**src/design/tts_pkg.sv**
```systemverilog
// Package for the two-level task scheduler: command/status types, operation codes,
// request and result codes shared by the controller and the datapath.
// No dependencies.
package tts_pkg;

  // Request codes carried in the func field of an input beat.
  localparam logic [1:0] FUNC_TICK     = 2'd0;
  localparam logic [1:0] FUNC_ADMIT    = 2'd1;
  localparam logic [1:0] FUNC_DISPATCH = 2'd2;
  localparam logic [1:0] FUNC_REPORT   = 2'd3;

  // Report outcomes.
  localparam logic [1:0] OC_READY      = 2'd0;
  localparam logic [1:0] OC_BLOCKED    = 2'd1;
  localparam logic [1:0] OC_TERMINATED = 2'd2;
  localparam logic [1:0] OC_INVALID    = 2'd3;

  // Result status codes.
  localparam logic [2:0] ST_OK          = 3'd0;
  localparam logic [2:0] ST_NO_SLOT     = 3'd1;
  localparam logic [2:0] ST_IDLE        = 3'd2;
  localparam logic [2:0] ST_NOT_RUNNING = 3'd3;
  localparam logic [2:0] ST_BAD_OUTCOME = 3'd4;
  localparam logic [2:0] ST_UNBLOCKED   = 3'd5;

  // Queue codes in a result.
  localparam logic [1:0] Q_HIGH    = 2'd0;
  localparam logic [1:0] Q_LOW     = 2'd1;
  localparam logic [1:0] Q_BLOCKED = 2'd2;

  // Configuration register indexes.
  localparam logic [1:0] REG_HIGH_QUANTUM = 2'd0;
  localparam logic [1:0] REG_LOW_QUANTUM  = 2'd1;

  localparam logic [31:0] HIGH_QUANTUM_RST = 32'd10000000;
  localparam logic [31:0] LOW_QUANTUM_RST  = 32'd20000000;

  // Most results a single tick may produce.
  localparam logic [4:0] RESULT_LIMIT = 5'd17;

  // Datapath operations issued by the controller.
  localparam logic [2:0] OP_IDLE       = 3'd0;
  localparam logic [2:0] OP_TICK_ADV   = 3'd1;
  localparam logic [2:0] OP_TICK_SCAN  = 3'd2;
  localparam logic [2:0] OP_ADMIT      = 3'd3;
  localparam logic [2:0] OP_DSP_REQ    = 3'd4;
  localparam logic [2:0] OP_DSP_POP    = 3'd5;
  localparam logic [2:0] OP_REP_CHARGE = 3'd6;
  localparam logic [2:0] OP_REP_END    = 3'd7;

  typedef struct packed {
    logic       latch;
    logic [2:0] op;
  } cmd_t;

  typedef struct packed {
    logic done;
  } sts_t;

endpackage

```
**src/design/tts_if.sv**
```systemverilog
// Handshake interfaces for the task scheduler: request, result and configuration channels.
// No dependencies.
interface tts_in_if;
  logic        valid;
  logic        ready;
  logic [1:0]  func;
  logic [31:0] delta_ns;
  logic        high_class;
  logic [1:0]  outcome;
  logic [31:0] burst_ns;
  logic [31:0] block_ns;

  modport source (output valid, func, delta_ns, high_class, outcome, burst_ns, block_ns,
                  input ready);
  modport sink   (input valid, func, delta_ns, high_class, outcome, burst_ns, block_ns,
                  output ready);
endinterface

interface tts_out_if;
  logic        valid;
  logic        ready;
  logic [2:0]  status;
  logic [3:0]  slot;
  logic [1:0]  queue;
  logic [31:0] quantum;
  logic [63:0] clock_now;
  logic        last;

  modport source (output valid, status, slot, queue, quantum, clock_now, last,
                  input ready);
  modport sink   (input valid, status, slot, queue, quantum, clock_now, last,
                  output ready);
endinterface

interface tts_cfg_if;
  logic        valid;
  logic        ready;
  logic [1:0]  index;
  logic [31:0] data;

  modport source (output valid, index, data, input ready);
  modport sink   (input valid, index, data, output ready);
endinterface

```
**src/design/tts_ctrl.sv**
```systemverilog
// Controller of the task scheduler: sequences each request through datapath operations.
// Depends on tts_pkg.
module tts_ctrl (
  input  logic          clk_i,
  input  logic          rst_ni,
  input  logic          in_valid_i,
  input  logic [1:0]    func_i,
  output logic          in_ready_o,
  output tts_pkg::cmd_t cmd_o,
  input  tts_pkg::sts_t sts_i
);

  localparam logic [2:0] S_IDLE   = 3'd0;
  localparam logic [2:0] S_TICK_A = 3'd1;
  localparam logic [2:0] S_TICK_B = 3'd2;
  localparam logic [2:0] S_ADMIT  = 3'd3;
  localparam logic [2:0] S_DSP_A  = 3'd4;
  localparam logic [2:0] S_DSP_B  = 3'd5;
  localparam logic [2:0] S_REP_A  = 3'd6;
  localparam logic [2:0] S_REP_B  = 3'd7;

  logic [2:0] state_q, state_d;

  assign in_ready_o = (state_q == S_IDLE);

  always_comb begin
    cmd_o.latch = in_valid_i && (state_q == S_IDLE);
    unique case (state_q)
      S_IDLE:   cmd_o.op = tts_pkg::OP_IDLE;
      S_TICK_A: cmd_o.op = tts_pkg::OP_TICK_ADV;
      S_TICK_B: cmd_o.op = tts_pkg::OP_TICK_SCAN;
      S_ADMIT:  cmd_o.op = tts_pkg::OP_ADMIT;
      S_DSP_A:  cmd_o.op = tts_pkg::OP_DSP_REQ;
      S_DSP_B:  cmd_o.op = tts_pkg::OP_DSP_POP;
      S_REP_A:  cmd_o.op = tts_pkg::OP_REP_CHARGE;
      S_REP_B:  cmd_o.op = tts_pkg::OP_REP_END;
      default:  cmd_o.op = tts_pkg::OP_IDLE;
    endcase
  end

  always_comb begin
    state_d = state_q;
    unique case (state_q)
      S_IDLE: begin
        if (in_valid_i) begin
          unique case (func_i)
            tts_pkg::FUNC_TICK:     state_d = S_TICK_A;
            tts_pkg::FUNC_ADMIT:    state_d = S_ADMIT;
            tts_pkg::FUNC_DISPATCH: state_d = S_DSP_A;
            tts_pkg::FUNC_REPORT:   state_d = S_REP_A;
            default:                state_d = S_IDLE;
          endcase
        end
      end
      S_TICK_A: state_d = S_TICK_B;
      S_DSP_A:  state_d = S_DSP_B;
      S_REP_A:  state_d = S_REP_B;
      S_TICK_B, S_ADMIT, S_DSP_B, S_REP_B: begin
        if (sts_i.done) state_d = S_IDLE;
      end
      default: state_d = S_IDLE;
    endcase
  end

  always_ff @(posedge clk_i or negedge rst_ni) begin
    if (!rst_ni) begin
      state_q <= S_IDLE;
    end else begin
      state_q <= state_d;
    end
  end

endmodule

```
**src/design/tts_datapath.sv**
```systemverilog
// Datapath of the task scheduler: clock, slot bitmap, ready FIFOs, blocked list,
// quantum registers and the result register. Depends on tts_pkg.
module tts_datapath #(
  parameter int PROC_SLOTS = 16
) (
  input  logic          clk_i,
  input  logic          rst_ni,
  input  tts_pkg::cmd_t cmd_i,
  output tts_pkg::sts_t sts_o,
  input  logic [31:0]   delta_ns_i,
  input  logic          high_class_i,
  input  logic [1:0]    outcome_i,
  input  logic [31:0]   burst_ns_i,
  input  logic [31:0]   block_ns_i,
  input  logic          cfg_valid_i,
  input  logic [1:0]    cfg_index_i,
  input  logic [31:0]   cfg_data_i,
  input  logic          out_ready_i,
  output logic          out_valid_o,
  output logic [2:0]    status_o,
  output logic [3:0]    slot_o,
  output logic [1:0]    queue_o,
  output logic [31:0]   quantum_o,
  output logic [63:0]   clock_now_o,
  output logic          last_o
);

  localparam int SW = $clog2(PROC_SLOTS);
  localparam int CW = $clog2(PROC_SLOTS + 1);
  localparam logic [SW-1:0] LastIdx = SW'(PROC_SLOTS - 1);
  localparam logic [CW-1:0] CntFull = CW'(PROC_SLOTS);

  function automatic logic [SW-1:0] wrap_inc(input logic [SW-1:0] p);
    return (p == LastIdx) ? '0 : SW'(p + 1'b1);
  endfunction

  function automatic logic [3:0] to_slot(input logic [SW-1:0] s);
    logic [SW+3:0] t;
    t = {4'b0000, s};
    return t[3:0];
  endfunction

  // Configuration and scheduler state.
  logic [31:0]           hq_q, lq_q;
  logic [63:0]           clock_q;
  logic [PROC_SLOTS-1:0] busy_q;
  logic [PROC_SLOTS-1:0] cls_q;
  logic [63:0]           wake_q [PROC_SLOTS];
  logic [SW-1:0]         hf_q [PROC_SLOTS];
  logic [SW-1:0]         lf_q [PROC_SLOTS];
  logic [SW-1:0]         bl_q [PROC_SLOTS];
  logic [SW-1:0]         hrd_q, hwr_q, lrd_q, lwr_q;
  logic [CW-1:0]         hcnt_q, lcnt_q, bcnt_q;
  logic [SW-1:0]         run_q;
  logic                  runv_q;

  // Latched request.
  logic [31:0] delta_q, burst_q, blk_q;
  logic        io_q;
  logic [1:0]  outcome_q;

  // Scan state for admit and tick.
  logic [SW-1:0] si_q;
  logic [CW-1:0] ri_q, wi_q;
  logic [4:0]    nres_q;
  logic          pv_q;
  logic [SW-1:0] pslot_q;
  logic [1:0]    pq_q;

  // Result register.
  logic        ov_q;
  logic [2:0]  ost_q;
  logic [3:0]  oslot_q;
  logic [1:0]  oq_q;
  logic [31:0] oquant_q;
  logic [63:0] oclk_q;
  logic        olast_q;

  logic          eok;
  logic          e_fire, e_last;
  logic [2:0]    e_status;
  logic [SW-1:0] e_slot;
  logic [1:0]    e_queue;
  logic [31:0]   e_quant;
  logic [63:0]   e_clock;
  logic          done;
  logic          rq_fire, rq_cls;
  logic [SW-1:0] rq_slot;
  logic [1:0]    rq_queue;
  logic          admit_take, si_inc, tk_due, tk_keep, tk_end;
  logic          hpop, lpop, run_set, run_clr, blk_push, free_run;
  logic [SW-1:0] run_d;
  logic          hpush, lpush;
  logic [SW-1:0] hpush_slot;
  logic [63:0]   clock_d, sum_delta, sum_burst, wake_sum;
  logic [SW-1:0] bl_cur;
  logic          in_range, due;

  assign eok       = !ov_q || out_ready_i;
  assign sum_delta = clock_q + {32'd0, delta_q};
  assign sum_burst = clock_q + {32'd0, burst_q};
  assign wake_sum  = clock_q + {32'd0, blk_q};
  assign in_range  = (ri_q < bcnt_q);
  assign bl_cur    = bl_q[ri_q[SW-1:0]];
  assign due       = (wake_q[bl_cur] <= clock_q) && (nres_q < tts_pkg::RESULT_LIMIT);
  assign rq_cls    = cls_q[rq_slot];
  assign rq_queue  = rq_cls ? tts_pkg::Q_HIGH : tts_pkg::Q_LOW;
  assign hpush     = (rq_fire && rq_cls) || admit_take;
  assign hpush_slot = admit_take ? si_q : rq_slot;
  assign lpush     = rq_fire && !rq_cls;

  always_comb begin
    done       = 1'b0;
    e_fire     = 1'b0;
    e_last     = 1'b1;
    e_status   = tts_pkg::ST_OK;
    e_slot     = '0;
    e_queue    = tts_pkg::Q_HIGH;
    e_quant    = '0;
    e_clock    = clock_q;
    rq_fire    = 1'b0;
    rq_slot    = run_q;
    admit_take = 1'b0;
    si_inc     = 1'b0;
    tk_due     = 1'b0;
    tk_keep    = 1'b0;
    tk_end     = 1'b0;
    hpop       = 1'b0;
    lpop       = 1'b0;
    run_set    = 1'b0;
    run_clr    = 1'b0;
    run_d      = run_q;
    blk_push   = 1'b0;
    free_run   = 1'b0;
    clock_d    = clock_q;
    unique case (cmd_i.op)
      tts_pkg::OP_TICK_ADV: begin
        done    = 1'b1;
        clock_d = sum_delta;
      end
      tts_pkg::OP_TICK_SCAN: begin
        if (in_range) begin
          if (!due) begin
            tk_keep = 1'b1;
          end else if (!pv_q || eok) begin
            // Each released slot is held until the next, so only the final one is marked last.
            tk_due   = 1'b1;
            rq_fire  = 1'b1;
            rq_slot  = bl_cur;
            e_fire   = pv_q;
            e_last   = 1'b0;
            e_status = tts_pkg::ST_UNBLOCKED;
            e_slot   = pslot_q;
            e_queue  = pq_q;
          end
        end else if (eok) begin
          done   = 1'b1;
          tk_end = 1'b1;
          e_fire = 1'b1;
          if (pv_q) begin
            e_status = tts_pkg::ST_UNBLOCKED;
            e_slot   = pslot_q;
            e_queue  = pq_q;
          end
        end
      end
      tts_pkg::OP_ADMIT: begin
        if (!busy_q[si_q] || (si_q == LastIdx)) begin
          if (eok) begin
            done   = 1'b1;
            e_fire = 1'b1;
            if (!busy_q[si_q]) begin
              admit_take = 1'b1;
              e_slot     = si_q;
            end else begin
              e_status = tts_pkg::ST_NO_SLOT;
            end
          end
        end else begin
          si_inc = 1'b1;
        end
      end
      tts_pkg::OP_DSP_REQ: begin
        done = 1'b1;
        if (runv_q) begin
          rq_fire = 1'b1;
          run_clr = 1'b1;
        end
      end
      tts_pkg::OP_DSP_POP: begin
        if (eok) begin
          done   = 1'b1;
          e_fire = 1'b1;
          if ((hcnt_q == '0) && (lcnt_q == '0)) begin
            e_status = tts_pkg::ST_IDLE;
          end else begin
            clock_d = sum_delta;
            e_clock = sum_delta;
            run_set = 1'b1;
            if (hcnt_q != '0) begin
              hpop    = 1'b1;
              run_d   = hf_q[hrd_q];
              e_queue = tts_pkg::Q_HIGH;
              e_quant = hq_q;
            end else begin
              lpop    = 1'b1;
              run_d   = lf_q[lrd_q];
              e_queue = tts_pkg::Q_LOW;
              e_quant = lq_q;
            end
            e_slot = run_d;
          end
        end
      end
      tts_pkg::OP_REP_CHARGE: begin
        done = 1'b1;
        if (runv_q && (outcome_q != tts_pkg::OC_INVALID)) clock_d = sum_burst;
      end
      tts_pkg::OP_REP_END: begin
        if (eok) begin
          done   = 1'b1;
          e_fire = 1'b1;
          e_slot = run_q;
          if (!runv_q) begin
            e_status = tts_pkg::ST_NOT_RUNNING;
            e_slot   = '0;
          end else begin
            unique case (outcome_q)
              tts_pkg::OC_READY: begin
                run_clr = 1'b1;
                rq_fire = 1'b1;
                e_queue = rq_queue;
              end
              tts_pkg::OC_BLOCKED: begin
                run_clr  = 1'b1;
                blk_push = 1'b1;
                e_queue  = tts_pkg::Q_BLOCKED;
              end
              tts_pkg::OC_TERMINATED: begin
                run_clr  = 1'b1;
                free_run = 1'b1;
              end
              default: e_status = tts_pkg::ST_BAD_OUTCOME;
            endcase
          end
        end
      end
      default: ;
    endcase
  end

  assign sts_o.done = done;

  // Control state.
  always_ff @(posedge clk_i or negedge rst_ni) begin
    if (!rst_ni) begin
      hq_q    <= tts_pkg::HIGH_QUANTUM_RST;
      lq_q    <= tts_pkg::LOW_QUANTUM_RST;
      clock_q <= '0;
      busy_q  <= '0;
      hrd_q   <= '0;
      hwr_q   <= '0;
      lrd_q   <= '0;
      lwr_q   <= '0;
      hcnt_q  <= '0;
      lcnt_q  <= '0;
      bcnt_q  <= '0;
      run_q   <= '0;
      runv_q  <= 1'b0;
      si_q    <= '0;
      ri_q    <= '0;
      wi_q    <= '0;
      nres_q  <= '0;
      pv_q    <= 1'b0;
      ov_q    <= 1'b0;
    end else begin
      if (cfg_valid_i && (cfg_index_i == tts_pkg::REG_HIGH_QUANTUM)) hq_q <= cfg_data_i;
      if (cfg_valid_i && (cfg_index_i == tts_pkg::REG_LOW_QUANTUM))  lq_q <= cfg_data_i;
      clock_q <= clock_d;

      if (cmd_i.latch) begin
        si_q   <= '0;
        ri_q   <= '0;
        wi_q   <= '0;
        nres_q <= '0;
        pv_q   <= 1'b0;
      end
      if (si_inc) si_q <= wrap_inc(si_q);
      if (tk_keep) begin
        ri_q <= ri_q + 1'b1;
        wi_q <= wi_q + 1'b1;
      end
      if (tk_due) begin
        ri_q   <= ri_q + 1'b1;
        nres_q <= nres_q + 1'b1;
        pv_q   <= 1'b1;
      end
      if (tk_end) bcnt_q <= wi_q;
      else if (blk_push && (bcnt_q != CntFull)) bcnt_q <= bcnt_q + 1'b1;

      if (admit_take) busy_q[si_q] <= 1'b1;
      if (free_run)   busy_q[run_q] <= 1'b0;

      if (hpush && (hcnt_q != CntFull)) begin
        hwr_q  <= wrap_inc(hwr_q);
        hcnt_q <= hcnt_q + 1'b1;
      end else if (hpop) begin
        hrd_q  <= wrap_inc(hrd_q);
        hcnt_q <= hcnt_q - 1'b1;
      end
      if (lpush && (lcnt_q != CntFull)) begin
        lwr_q  <= wrap_inc(lwr_q);
        lcnt_q <= lcnt_q + 1'b1;
      end else if (lpop) begin
        lrd_q  <= wrap_inc(lrd_q);
        lcnt_q <= lcnt_q - 1'b1;
      end

      if (run_set) begin
        run_q  <= run_d;
        runv_q <= 1'b1;
      end else if (run_clr) begin
        runv_q <= 1'b0;
      end

      if (e_fire)           ov_q <= 1'b1;
      else if (out_ready_i) ov_q <= 1'b0;
    end
  end

  // Payload storage; entries are only read after they have been written.
  always_ff @(posedge clk_i) begin
    if (cmd_i.latch) begin
      delta_q   <= delta_ns_i;
      io_q      <= high_class_i;
      outcome_q <= outcome_i;
      burst_q   <= burst_ns_i;
      blk_q     <= block_ns_i;
    end
    if (admit_take) cls_q[si_q] <= io_q;
    if (hpush && (hcnt_q != CntFull)) hf_q[hwr_q] <= hpush_slot;
    if (lpush && (lcnt_q != CntFull)) lf_q[lwr_q] <= rq_slot;
    // Kept entries are compacted towards the head of the blocked list.
    if (tk_keep) bl_q[wi_q[SW-1:0]] <= bl_cur;
    if (blk_push && (bcnt_q != CntFull)) bl_q[bcnt_q[SW-1:0]] <= run_q;
    if (blk_push) wake_q[run_q] <= wake_sum;
    if (tk_due) begin
      pslot_q <= bl_cur;
      pq_q    <= rq_queue;
    end
    if (e_fire) begin
      ost_q    <= e_status;
      oslot_q  <= to_slot(e_slot);
      oq_q     <= e_queue;
      oquant_q <= e_quant;
      oclk_q   <= e_clock;
      olast_q  <= e_last;
    end
  end

  assign out_valid_o = ov_q;
  assign status_o    = ost_q;
  assign slot_o      = oslot_q;
  assign queue_o     = oq_q;
  assign quantum_o   = oquant_q;
  assign clock_now_o = oclk_q;
  assign last_o      = olast_q;

endmodule

```
**src/design/two_level_task_scheduler.sv**
```systemverilog
// Top level of the two-level task scheduler: controller plus datapath.
// Depends on tts_pkg, tts_if, tts_ctrl and tts_datapath.
//
// Requests arrive on in_i (valid/ready); each beat is a tick, admit, dispatch or
// report. Results leave on out_o, one beat each, the final beat of a request
// carrying last. Quantum registers are written on cfg_i (index 0 high, 1 low),
// which is always ready; other indexes are ignored.
// One request is worked on at a time; in_i is ready only while the controller
// is idle. Admit scans the slot bitmap, one slot examined per cycle; dispatch
// and report each run a request step, then a result step; tick advances the
// clock, then scans the blocked list, one entry per cycle while output is free.
// The blocked list scan and the free-slot scan set the rate.
// Results sit in an output register; while the receiver stalls the block
// finishes internal steps but holds before the next result beat, and takes a
// new request once the current one has placed its final beat.
// Reset clears the clock, bitmap, queue counts and running task and restores
// the default quanta; no clearing pass is needed.
module two_level_task_scheduler #(
  parameter int PROC_SLOTS = 16
) (
  input logic       clk_i,
  input logic       rst_ni,
  tts_in_if.sink    in_i,
  tts_out_if.source out_o,
  tts_cfg_if.sink   cfg_i
);

  tts_pkg::cmd_t cmd;
  tts_pkg::sts_t sts;
  logic          in_ready;

  assign in_i.ready  = in_ready;
  assign cfg_i.ready = 1'b1;

  tts_ctrl u_ctrl (
    .clk_i      (clk_i),
    .rst_ni     (rst_ni),
    .in_valid_i (in_i.valid),
    .func_i     (in_i.func),
    .in_ready_o (in_ready),
    .cmd_o      (cmd),
    .sts_i      (sts)
  );

  tts_datapath #(
    .PROC_SLOTS (PROC_SLOTS)
  ) u_datapath (
    .clk_i        (clk_i),
    .rst_ni       (rst_ni),
    .cmd_i        (cmd),
    .sts_o        (sts),
    .delta_ns_i   (in_i.delta_ns),
    .high_class_i (in_i.high_class),
    .outcome_i    (in_i.outcome),
    .burst_ns_i   (in_i.burst_ns),
    .block_ns_i   (in_i.block_ns),
    .cfg_valid_i  (cfg_i.valid),
    .cfg_index_i  (cfg_i.index),
    .cfg_data_i   (cfg_i.data),
    .out_ready_i  (out_o.ready),
    .out_valid_o  (out_o.valid),
    .status_o     (out_o.status),
    .slot_o       (out_o.slot),
    .queue_o      (out_o.queue),
    .quantum_o    (out_o.quantum),
    .clock_now_o  (out_o.clock_now),
    .last_o       (out_o.last)
  );

endmodule
```
**src/flat_wrapper.sv**
```systemverilog
// flat-port wrapper written by rule: the top's interface ports become plain ports
module two_level_task_scheduler_flat 
#(
  parameter int PROC_SLOTS = 16
)
  (clk_i, rst_ni, in_i_valid, in_i_func, in_i_delta_ns, in_i_high_class, in_i_outcome, in_i_burst_ns, in_i_block_ns, in_i_ready, out_o_valid, out_o_status, out_o_slot, out_o_queue, out_o_quantum, out_o_clock_now, out_o_last, out_o_ready, cfg_i_valid, cfg_i_index, cfg_i_data, cfg_i_ready);
  tts_in_if in_i_i ();
  tts_out_if out_o_i ();
  tts_cfg_if cfg_i_i ();
  input logic clk_i;
  input logic rst_ni;
  input wire logic [$bits(in_i_i.valid)-1:0] in_i_valid;
  input wire logic [$bits(in_i_i.func)-1:0] in_i_func;
  input wire logic [$bits(in_i_i.delta_ns)-1:0] in_i_delta_ns;
  input wire logic [$bits(in_i_i.high_class)-1:0] in_i_high_class;
  input wire logic [$bits(in_i_i.outcome)-1:0] in_i_outcome;
  input wire logic [$bits(in_i_i.burst_ns)-1:0] in_i_burst_ns;
  input wire logic [$bits(in_i_i.block_ns)-1:0] in_i_block_ns;
  output wire logic [$bits(in_i_i.ready)-1:0] in_i_ready;
  output wire logic [$bits(out_o_i.valid)-1:0] out_o_valid;
  output wire logic [$bits(out_o_i.status)-1:0] out_o_status;
  output wire logic [$bits(out_o_i.slot)-1:0] out_o_slot;
  output wire logic [$bits(out_o_i.queue)-1:0] out_o_queue;
  output wire logic [$bits(out_o_i.quantum)-1:0] out_o_quantum;
  output wire logic [$bits(out_o_i.clock_now)-1:0] out_o_clock_now;
  output wire logic [$bits(out_o_i.last)-1:0] out_o_last;
  input wire logic [$bits(out_o_i.ready)-1:0] out_o_ready;
  input wire logic [$bits(cfg_i_i.valid)-1:0] cfg_i_valid;
  input wire logic [$bits(cfg_i_i.index)-1:0] cfg_i_index;
  input wire logic [$bits(cfg_i_i.data)-1:0] cfg_i_data;
  output wire logic [$bits(cfg_i_i.ready)-1:0] cfg_i_ready;
  assign in_i_i.valid = in_i_valid;
  assign in_i_i.func = in_i_func;
  assign in_i_i.delta_ns = in_i_delta_ns;
  assign in_i_i.high_class = in_i_high_class;
  assign in_i_i.outcome = in_i_outcome;
  assign in_i_i.burst_ns = in_i_burst_ns;
  assign in_i_i.block_ns = in_i_block_ns;
  assign in_i_ready = in_i_i.ready;
  assign out_o_valid = out_o_i.valid;
  assign out_o_status = out_o_i.status;
  assign out_o_slot = out_o_i.slot;
  assign out_o_queue = out_o_i.queue;
  assign out_o_quantum = out_o_i.quantum;
  assign out_o_clock_now = out_o_i.clock_now;
  assign out_o_last = out_o_i.last;
  assign out_o_i.ready = out_o_ready;
  assign cfg_i_i.valid = cfg_i_valid;
  assign cfg_i_i.index = cfg_i_index;
  assign cfg_i_i.data = cfg_i_data;
  assign cfg_i_ready = cfg_i_i.ready;
  two_level_task_scheduler #(.PROC_SLOTS(PROC_SLOTS)) u_core (.clk_i(clk_i), .rst_ni(rst_ni), .in_i(in_i_i), .out_o(out_o_i), .cfg_i(cfg_i_i));
endmodule
```
**config.mk**
```make
export PLATFORM = sky130hd
export DESIGN_NAME = two_level_task_scheduler_flat
export DESIGN_NICKNAME = d
export VERILOG_FILES = /design/src/design/tts_pkg.sv /design/src/design/tts_if.sv /design/src/design/tts_ctrl.sv /design/src/design/tts_datapath.sv /design/src/design/two_level_task_scheduler.sv /design/src/flat_wrapper.sv
export SDC_FILE = /design/constraint.sdc
export NUM_CORES = 2
export LEC_CHECK = 0
export ABC_AREA = 1
export BUFFER_PORTS_ARGS = -buffer_cell sky130_fd_sc_hd__clkbuf_2
export CORE_MARGIN = 2
export CORE_UTILIZATION = 38
export CTS_CLUSTER_DIAMETER = 200
export DETAILED_ROUTE_END_ITERATION = 8
export GPL_ROUTABILITY_DRIVEN = 1
export PLACE_DENSITY = 0.5
export SLEW_MARGIN = 10
export SYNTH_ARGS = -nofsm -noshare
export SYNTH_HDL_FRONTEND = slang
export SYNTH_HIERARCHICAL = 1
export SYNTH_SLANG_ARGS = --single-unit
```
**constraint.sdc**
```tcl
create_clock -name clk_i -period 11.35 [get_ports clk_i]
set_input_delay 0.5675 -clock clk_i [delete_from_list [all_inputs] [get_ports clk_i]]
set_output_delay 0.5675 -clock clk_i [all_outputs]
set_load 0.1 [all_outputs]
```
# Word level (Yosys, flattened, before mapping)
# Memory sizes are Yosys's and may differ from the RTL's.
# Index checks and enable logic that the tools add are counted.
[totals]
register_bits = 431
ram_bits = 1216
romBits = 24
input_bits = 140
wordCells = 308
memories = 5
[op_classes]
n_addsub = 16
n_lt_le_gt_ge = 8
eq_ne = 32
mux = 155
n_bitwise = 8
n_reduce_logical = 50
[mem_list]
columns = ["memory", "depth", "word_bits", "read_ports", "rd_clocked_by_memory_dff", "write_ports", "line_no", "text"]
rows = [
  ["u_core.u_datapath.wake_q", 16, 64, 1, 0, 1, "tts_datapath.sv:48", "logic [63:0] wake_q [PROC_SLOTS];"],
  ["u_core.u_datapath.bl_q", 16, 4, 1, 0, 1, "tts_datapath.sv:51", "logic [SW-1:0] bl_q [PROC_SLOTS];"],
  ["u_core.u_datapath.hf_q", 16, 4, 1, 0, 1, "tts_datapath.sv:49", "logic [SW-1:0] hf_q [PROC_SLOTS];"],
  ["u_core.u_datapath.lf_q", 16, 4, 1, 0, 1, "tts_datapath.sv:50", "logic [SW-1:0] lf_q [PROC_SLOTS];"],
  ["(name not given)", 8, 3, 1, 0, 0, "tts_ctrl.sv:28", "unique case (state_q)"],
]
[ops]
columns = ["operator", "count"]
rows = [
  ["$mux W64", 4],
  ["$add A64 B32 Y64", 3],
  ["$pmux W64 S3", 1],
  ["$mux W4", 27],
  ["$mux W1", 75],
  ["$le A64 B64 Y1", 1],
  ["$mux W5", 11],
  ["$mux W16", 2],
  ["$mux W32", 1],
  ["$add A5 B1 Y5 const B", 6],
  ["$mux W3", 10],
  ["$eq A3 B3 Y1 const B", 8],
  ["$pmux W3 S4", 2],
  ["$add A4 B1 Y4 const B", 5],
  ["$eq A4 B4 Y1 const B", 5],
  ["$mux W2", 9],
  ["$and A16 B16 Y16", 1],
  ["$bwmux W16", 1],
  ["$not A16 Y16", 1],
  ["$or A16 B16 Y16", 1],
  ["$pmux W4 S4", 1],
  ["$reduce_bool A2 Y1", 8],
  ["$lt A4 B5 Y1 const B", 3],
  ["$ne A5 B5 Y1 const B", 3],
  ["other kinds (33)", 80],
]

# Logic depth before layout (Yosys ltp)
[depth]
depth_word = 14
depth_mapped = 51
depth_no_buf = 49

# By module
# Netlist, hierarchy kept.
[by_module_without_submodules]
columns = ["mod", "instances", "cells_each", "area_each_um2"]
rows = [
  ["tts_datapath", 1, 6929, 75133.3],
  ["tts_ctrl", 1, 32, 226.5],
  ["two_level_task_scheduler", 1, 2, 11.3],
]

# Worst setup path after synthesis
# OpenSTA, ideal clock, no wires.
[synth_timing]
path_type = "register to register"
from = "register u_core.u_ctrl.state_q[2]"
to = "register u_core.u_datapath.nres_q[2]"
setup_time_ps = 122
t_arrival_ps = 8603
setup_slack_ps = 2626
path_stages_with_launch = 8
n_path_buf = 0
period_less_slack_ps = 8724
cell_sequence = "dfrtp_1 -> inv_1 -> nand2_2 -> nor3_1 -> inv_1 -> nand2_1 -> inv_1 -> a32o_1"
[synth_rtl]
columns = ["element", "line_no", "text"]
rows = [
  ["from (decl)", "tts_ctrl.sv:22", "logic [2:0] state_q, state_d;"],
  ["from (signal assigned)", "tts_ctrl.sv:69", "state_q <= state_d;"],
  ["to (signal assigned)", "tts_datapath.sv:295", "nres_q <= nres_q + 1'b1;"],
  ["to (decl)", "tts_datapath.sv:65", "logic [4:0] nres_q;"],
]

# Worst setup path after layout
[layout_timing]
from = "register u_core.u_datapath.ri_q[0]"
to = "register u_core.u_datapath.hcnt_q[4]"
[layout_via]
elab_chain_len = 13
word_cells_on_any_way = 19
cone_classes = "2 x order compare; 10 x mux; 5 x reduce/logical; 2 x memory"
[layout_lines]
columns = ["element", "line_no", "text"]
rows = [
  ["from (decl)", "tts_datapath.sv:64", "logic [CW-1:0] ri_q, wi_q;"],
  ["from (signal assigned)", "tts_datapath.sv:290", "ri_q <= ri_q + 1'b1;"],
  ["from (signal assigned)", "tts_datapath.sv:294", "ri_q <= ri_q + 1'b1;"],
  ["$mem_v2 Z16 W4", "n/a", ""],
  ["$mem_v2 Z16 W64", "n/a", ""],
  ["$le A64 B64 Y1", "tts_datapath.sv:105", "assign due = (wake_q[bl_cur] <= clock_q) && (nres_q < tts_pkg::RESULT_LIMIT);"],
  ["$logic_and A1 B1 Y1", "tts_datapath.sv:105", ""],
  ["$mux W4", "tts_datapath.sv:143", "if (!due) begin"],
  ["$mux W4 *", "tts_datapath.sv:142", "if (in_range) begin"],
  ["$mux W4 *", "tts_datapath.sv:136", "unique case (cmd_i.op)"],
  ["net u_core.u_datapath.rq_slot[3]", "tts_datapath.sv:88", "logic [SW-1:0] rq_slot;"],
  ["$bmux W1 S4 *", "tts_datapath.sv:106", "assign rq_cls = cls_q[rq_slot];"],
  ["$mux W1 (implied by the code) *", "tts_datapath.sv:106", ""],
  ["$logic_and A1 B1 Y1 *", "tts_datapath.sv:108", "assign hpush = (rq_fire && rq_cls) || admit_take;"],
  ["$logic_or A1 B1 Y1 *", "tts_datapath.sv:108", ""],
  ["$logic_and A1 B1 Y1 *", "tts_datapath.sv:304", "if (hpush && (hcnt_q != CntFull)) begin"],
  ["$mux W5 or $reduce_bool A2 Y1 (tied branches)", "n/a", ""],
  ["to (signal assigned)", "tts_datapath.sv:306", "hcnt_q <= hcnt_q + 1'b1;"],
  ["to (signal assigned)", "tts_datapath.sv:309", "hcnt_q <= hcnt_q - 1'b1;"],
  ["to (decl)", "tts_datapath.sv:53", "logic [CW-1:0] hcnt_q, lcnt_q, bcnt_q;"],
]
# The timed path passes the listed nets; every way through them passes the cells marked *. The select of a mux whose other input is x is not followed.
# A chain may end at the register's enable or synchronous reset.

==> results.txt <==
* Run status: finished clean
- Detailed placer's ending HPWL: 140000 um
- Clock tree synthesis selected as its root buffer the cell sky130_fd_sc_hd__clkbuf_16.
- The internal portion of the total power is 0.0157 W.
- Final Critical Period: 8.71 ns
* Number of nets in the synthesized netlist: 7297
- Cts repair resizes: 0
* Final setup violation count: 0
* Min-delay src: in_i_func[1]
* Number of standard cells after synthesis: 6963
* Vias in the first global route: approximately 53000
* Hold-fix buffers, CTS: 132
- The worst pin sits at a relative slew slack of 12.5%.
* Latest clock arrival within the worst-skew pair: ~0.84 ns
* Async SR Flop Fraction: between 10% and 20%
- The analysis attributes to cell leakage a power of 32.2 nW.
* Remaining number of nets flagged by the antenna check after routing: 0
* Routed wire length: 230000 um
- Overall die height: about 450 um
* Worst setup skew after layout: about 0.043 ns
* RSZ-0062 raised after global routing: no
* Maximum buffer depth of the clock tree: 3
* Core area: 197000 sq um
- Number of nets in the finished design: 7650
- Synth cell types: 71
- Across every metal layer, demand over resource in global routing totals 22.2%.
- Post-placement cell area: 79800 sq um
* Clock net sink count: ~1600
* Netlist area before placement: 75400 sq um
- Slowest cell delay on critical path: 0.76 ns
* Final design area excluding fillers: ~87000 sq um
- Tightest Pin Transition: 1.31 ns
- The number of hold violations in the final report came to 0.
* Share of layout cells above drive strength 1: 9.82%
* Worst Path Arrival: 9.42 ns
- Number of port buffers: 247
* Worst vdd ir: 0.000283 V
* DRC Markers: 0
- Per report_power, the combinational group accounts for 49.2% of the total.
- Fill cells in the final layout number 18400.
- Post-CTS setup buffer count: 0
- Placer congestion estimate: around 0.90
* First-pass GRT wire length: 342000 um
* Count of maximum capacitance violations: 0
* Total CTS buffers: 180
- Entering global routing, the biggest net connects 179 pins.
- Hold timing on the final database bottoms out at a slack of approximately 0.11 ns.
- Initial core utilization: about two fifths
- Number of synthesized flops with an enable pin: 1442
* Final standard cell count with taps included and fillers excluded: 10100
* I/O Pins: roughly 250
- TritonCTS built the clock tree.
- Based on the critical path, the design can be clocked at up to 115 MHz.
- Footprint of the flip-flops and latches: between 40000 and 50000 sq um
- Launch instance of the worst register-to-register path: u_core/u_datapath/ri_q[0]
* Kind of capture point of the worst setup path: register
- Of the total power, the share spent switching nets is around 46%.
- After clock tree synthesis, the clock-pin slew on the worst setup and hold paths is 0.06 ns.
- Cell Pwr Density: 335 nW/um^2
- Row count: 163
- Of the available clock period, the critical path in the final layout requires 76.8%.
* Multi-input gate area: 24000 sq um
* Post-placement cell count: 9642
- In this run the number of H-tree levels came out at 4.
- Per-cell via count in the routed design: between 5 and 6
* Share of total power in the clock network: 19.9%
- In this run, synthesis produced a sequential element count of 1646.
- X dimension of the die: 449 um
- The critical path contains buffers and inverters numbering 8 combined.
- Die footprint: between 200000 and 250000 sq um
- Vias post-DR: 54600
* Data required time at the worst endpoint: 12.06 ns
- Total gr overflow: 0
- The most numerous cell type found on the critical path is sky130_fd_sc_hd__nand2_1.
- For the final routed database, the setup TNS stands at 0 ns.
* Leading register cell type out of synthesis: sky130_fd_sc_hd__edfxtp_1
* Worst min path class: in2reg
* Synth Warn #: 6
- Tot Pwr: 0.0291 W
- Sequential cells burn 30.9% of the power.
- Routed wire length per instance: 22.7 um
- Total net switching power: 0.0134 W
- Summing the sequential cell areas from Yosys gives 64.3% of the chip area.
* Startpoint of the most critical setup path: u_core/u_datapath/ri_q[0]
* Startpoint types: register
* Average footprint of a synthesized cell: 10.8 sq um
- Cell with the biggest individual delay on the critical path: sky130_fd_sc_hd__inv_6
- Count of TritonRoute iterations in the first routing pass: 6
- For this block, the initial DRC count from the detailed router was 5519.
* Path type of the worst setup path: reg2reg
- Top cell family by delay on the critical path: simple AND/OR/NAND/NOR gates
- Area Overhead vs Synth: 15.4%
* Max Slew Vio Count: 0
- In this run the worst path has a maximum fanout of 93.
- Number of antenna violations at the first check in global routing: 1
cells in the final DEF (no fill, tap or decap), types with 183 or more instances in the layout:
| master | synthesis | routed |
|---|---|---|
| sky130_fd_sc_hd__a21oi_1 | 435 | 435 |
| sky130_fd_sc_hd__ha_1 | 189 | 189 |
| sky130_fd_sc_hd__dfrtp_1 | 188 | 188 |
| sky130_fd_sc_hd__nand3_1 | 286 | 286 |
| sky130_fd_sc_hd__edfxtp_1 | 1442 | 1442 |
| sky130_fd_sc_hd__inv_1 | 447 | 444 |
| sky130_fd_sc_hd__nor2_1 | 962 | 959 |
| sky130_fd_sc_hd__o21ai_0 | 660 | 660 |
| sky130_fd_sc_hd__clkbuf_16 | 0 | 183 |
| sky130_fd_sc_hd__nand2_1 | 1177 | 1171 |
| sky130_fd_sc_hd__clkbuf_2 | 1 | 246 |
through the flow:
stage	util, %	worst slack (ns)
after floorplan	-	2.63
after global placement	40.5	2.74
after detailed placement	40.5	2.62
after CTS	44.1	2.56
after global routing	44.1	1.81
final	44.1	2.64
layer usage:
layer | GRT usage [%] | vias up | wire length, um
li1 | - | 25500 | -
met1 | 32.8 | 27000 | 108000
met2 | 34.4 | 1836 | 103000
met3 | 2.82 | 349 | 13900
met4 | 6.02 | 0 | 5630
met5 | 0 | - | 0
synth_stat cells (all sizes together) (11+ instances only):
cell type | n | area share (%)
a31oi | 43 | 0.36
xnor2 | 25 | 0.29
nor4 | 17 | 0.15
inv | 461 | 2.3
nand4 | 28 | 0.26
nor2 | 966 | 4.8
a41oi | 28 | 0.33
o22ai | 32 | 0.27
xor2 | 118 | 1.4
buf | 91 | 0.58
ha | 189 | 3.1
a2bb2oi | 15 | 0.17
nand2 | 1194 | 6.0
clkinv | 16 | 0.080
dfstp | 16 | 0.56
nand3 | 288 | 1.9
a32o | 133 | 1.8
a21o | 11 | 0.11
o211ai | 151 | 1.5
nor3 | 51 | 0.35
clkbuf | 239 | 1.2
o221ai | 24 | 0.28
o21a | 11 | 0.11
o21ai | 675 | 4.5
dfrtp | 188 | 6.2
a21oi | 440 | 2.9
edfxtp | 1442 | 57
worst register-to-register path: cells and delay by family, from the launching register on:
| kind | cells | cell delay, ns |
|---|---|---|
| compound gates | 7 | 1.46 |
| simple gates | 18 | 2.97 |
| fa+ha+maj | 2 | 0.65 |
| flops | 1 | 0.53 |
| buf+inv | 8 | 2.99 |
logic make-up (layout without fill, tap and decap cells):
| logic type | after synthesis | count (layout) | share of synthesized area [%] |
|---|---|---|---|
| simple gates | 2561 | 2561 | 13.7 |
| buf+inv | 807 | 1308 | 4.16 |
| compound gates | 1609 | 1609 | 12.9 |
| mux | 2 | 2 | 0.0266 |
| fa+ha+maj | 194 | 194 | 3.27 |
| xor+xnor | 143 | 143 | 1.66 |
| flops | 1646 | 1646 | 64.3 |
| other cells | 1 | 3 | 0.00498 |
path summary, 6_finish.rpt:
check / end / slack, ns / depth (start not counted)
setup / recovery: u_core/u_datapath/hcnt_q[4] / 2.64 / 35
hold / removal: u_core/u_ctrl/state_q[2] / 0.11 / 5
setup reg to reg: u_core/u_datapath/hcnt_q[4] / 2.64 / 35
hold reg to reg: u_core/u_datapath/hq_q[17] / 0.48 / 2
max in group asynchronous: u_core/u_datapath/clock_q[42] / 9.16 / 4
min in group asynchronous: u_core/u_datapath/bcnt_q[2] / 0.27 / 2
sequential cells by signal, indices dropped and copies added (netlist names), 32 cells and up:
register,cells
u_core/u_datapath/wake_q,1024
u_core/u_datapath/bl_q,64
u_core/u_datapath/clock_now_o,64
u_core/u_datapath/clock_q,64
u_core/u_datapath/hf_q,64
u_core/u_datapath/lf_q,64
u_core/u_datapath/blk_q,32
u_core/u_datapath/burst_q,32
u_core/u_datapath/delta_q,32
u_core/u_datapath/hq_q,32
u_core/u_datapath/lq_q,32
u_core/u_datapath/quantum_o,32
area by class of cell:
class	count	share of cell area (%)
Clock inverter	104	1.16
Tap cell	2640	3.80
Antenna cell	2	0.00576
Inverter	477	2.09
Sequential cell	1646	55.7
Multi-Input combinational cell	4510	27.7
Timing Repair Buffer	501	4.11
Clock buffer	226	5.49
power by group through the flow:
stage | clock network [W] | logic (W) | registers, W
final | 0.00578 | 0.0143 | 0.00899
after global routing | 0.00613 | 0.0158 | 0.00905
after CTS | 0.00591 | 0.0143 | 0.00899
after detailed placement | 0 | 0.0142 | 0.00911
after global placement | 0 | 0.0141 | 0.00910
after floorplan | 0 | 0.00869 | 0.00993
Note: power is estimated with default switching activity, not from simulation.
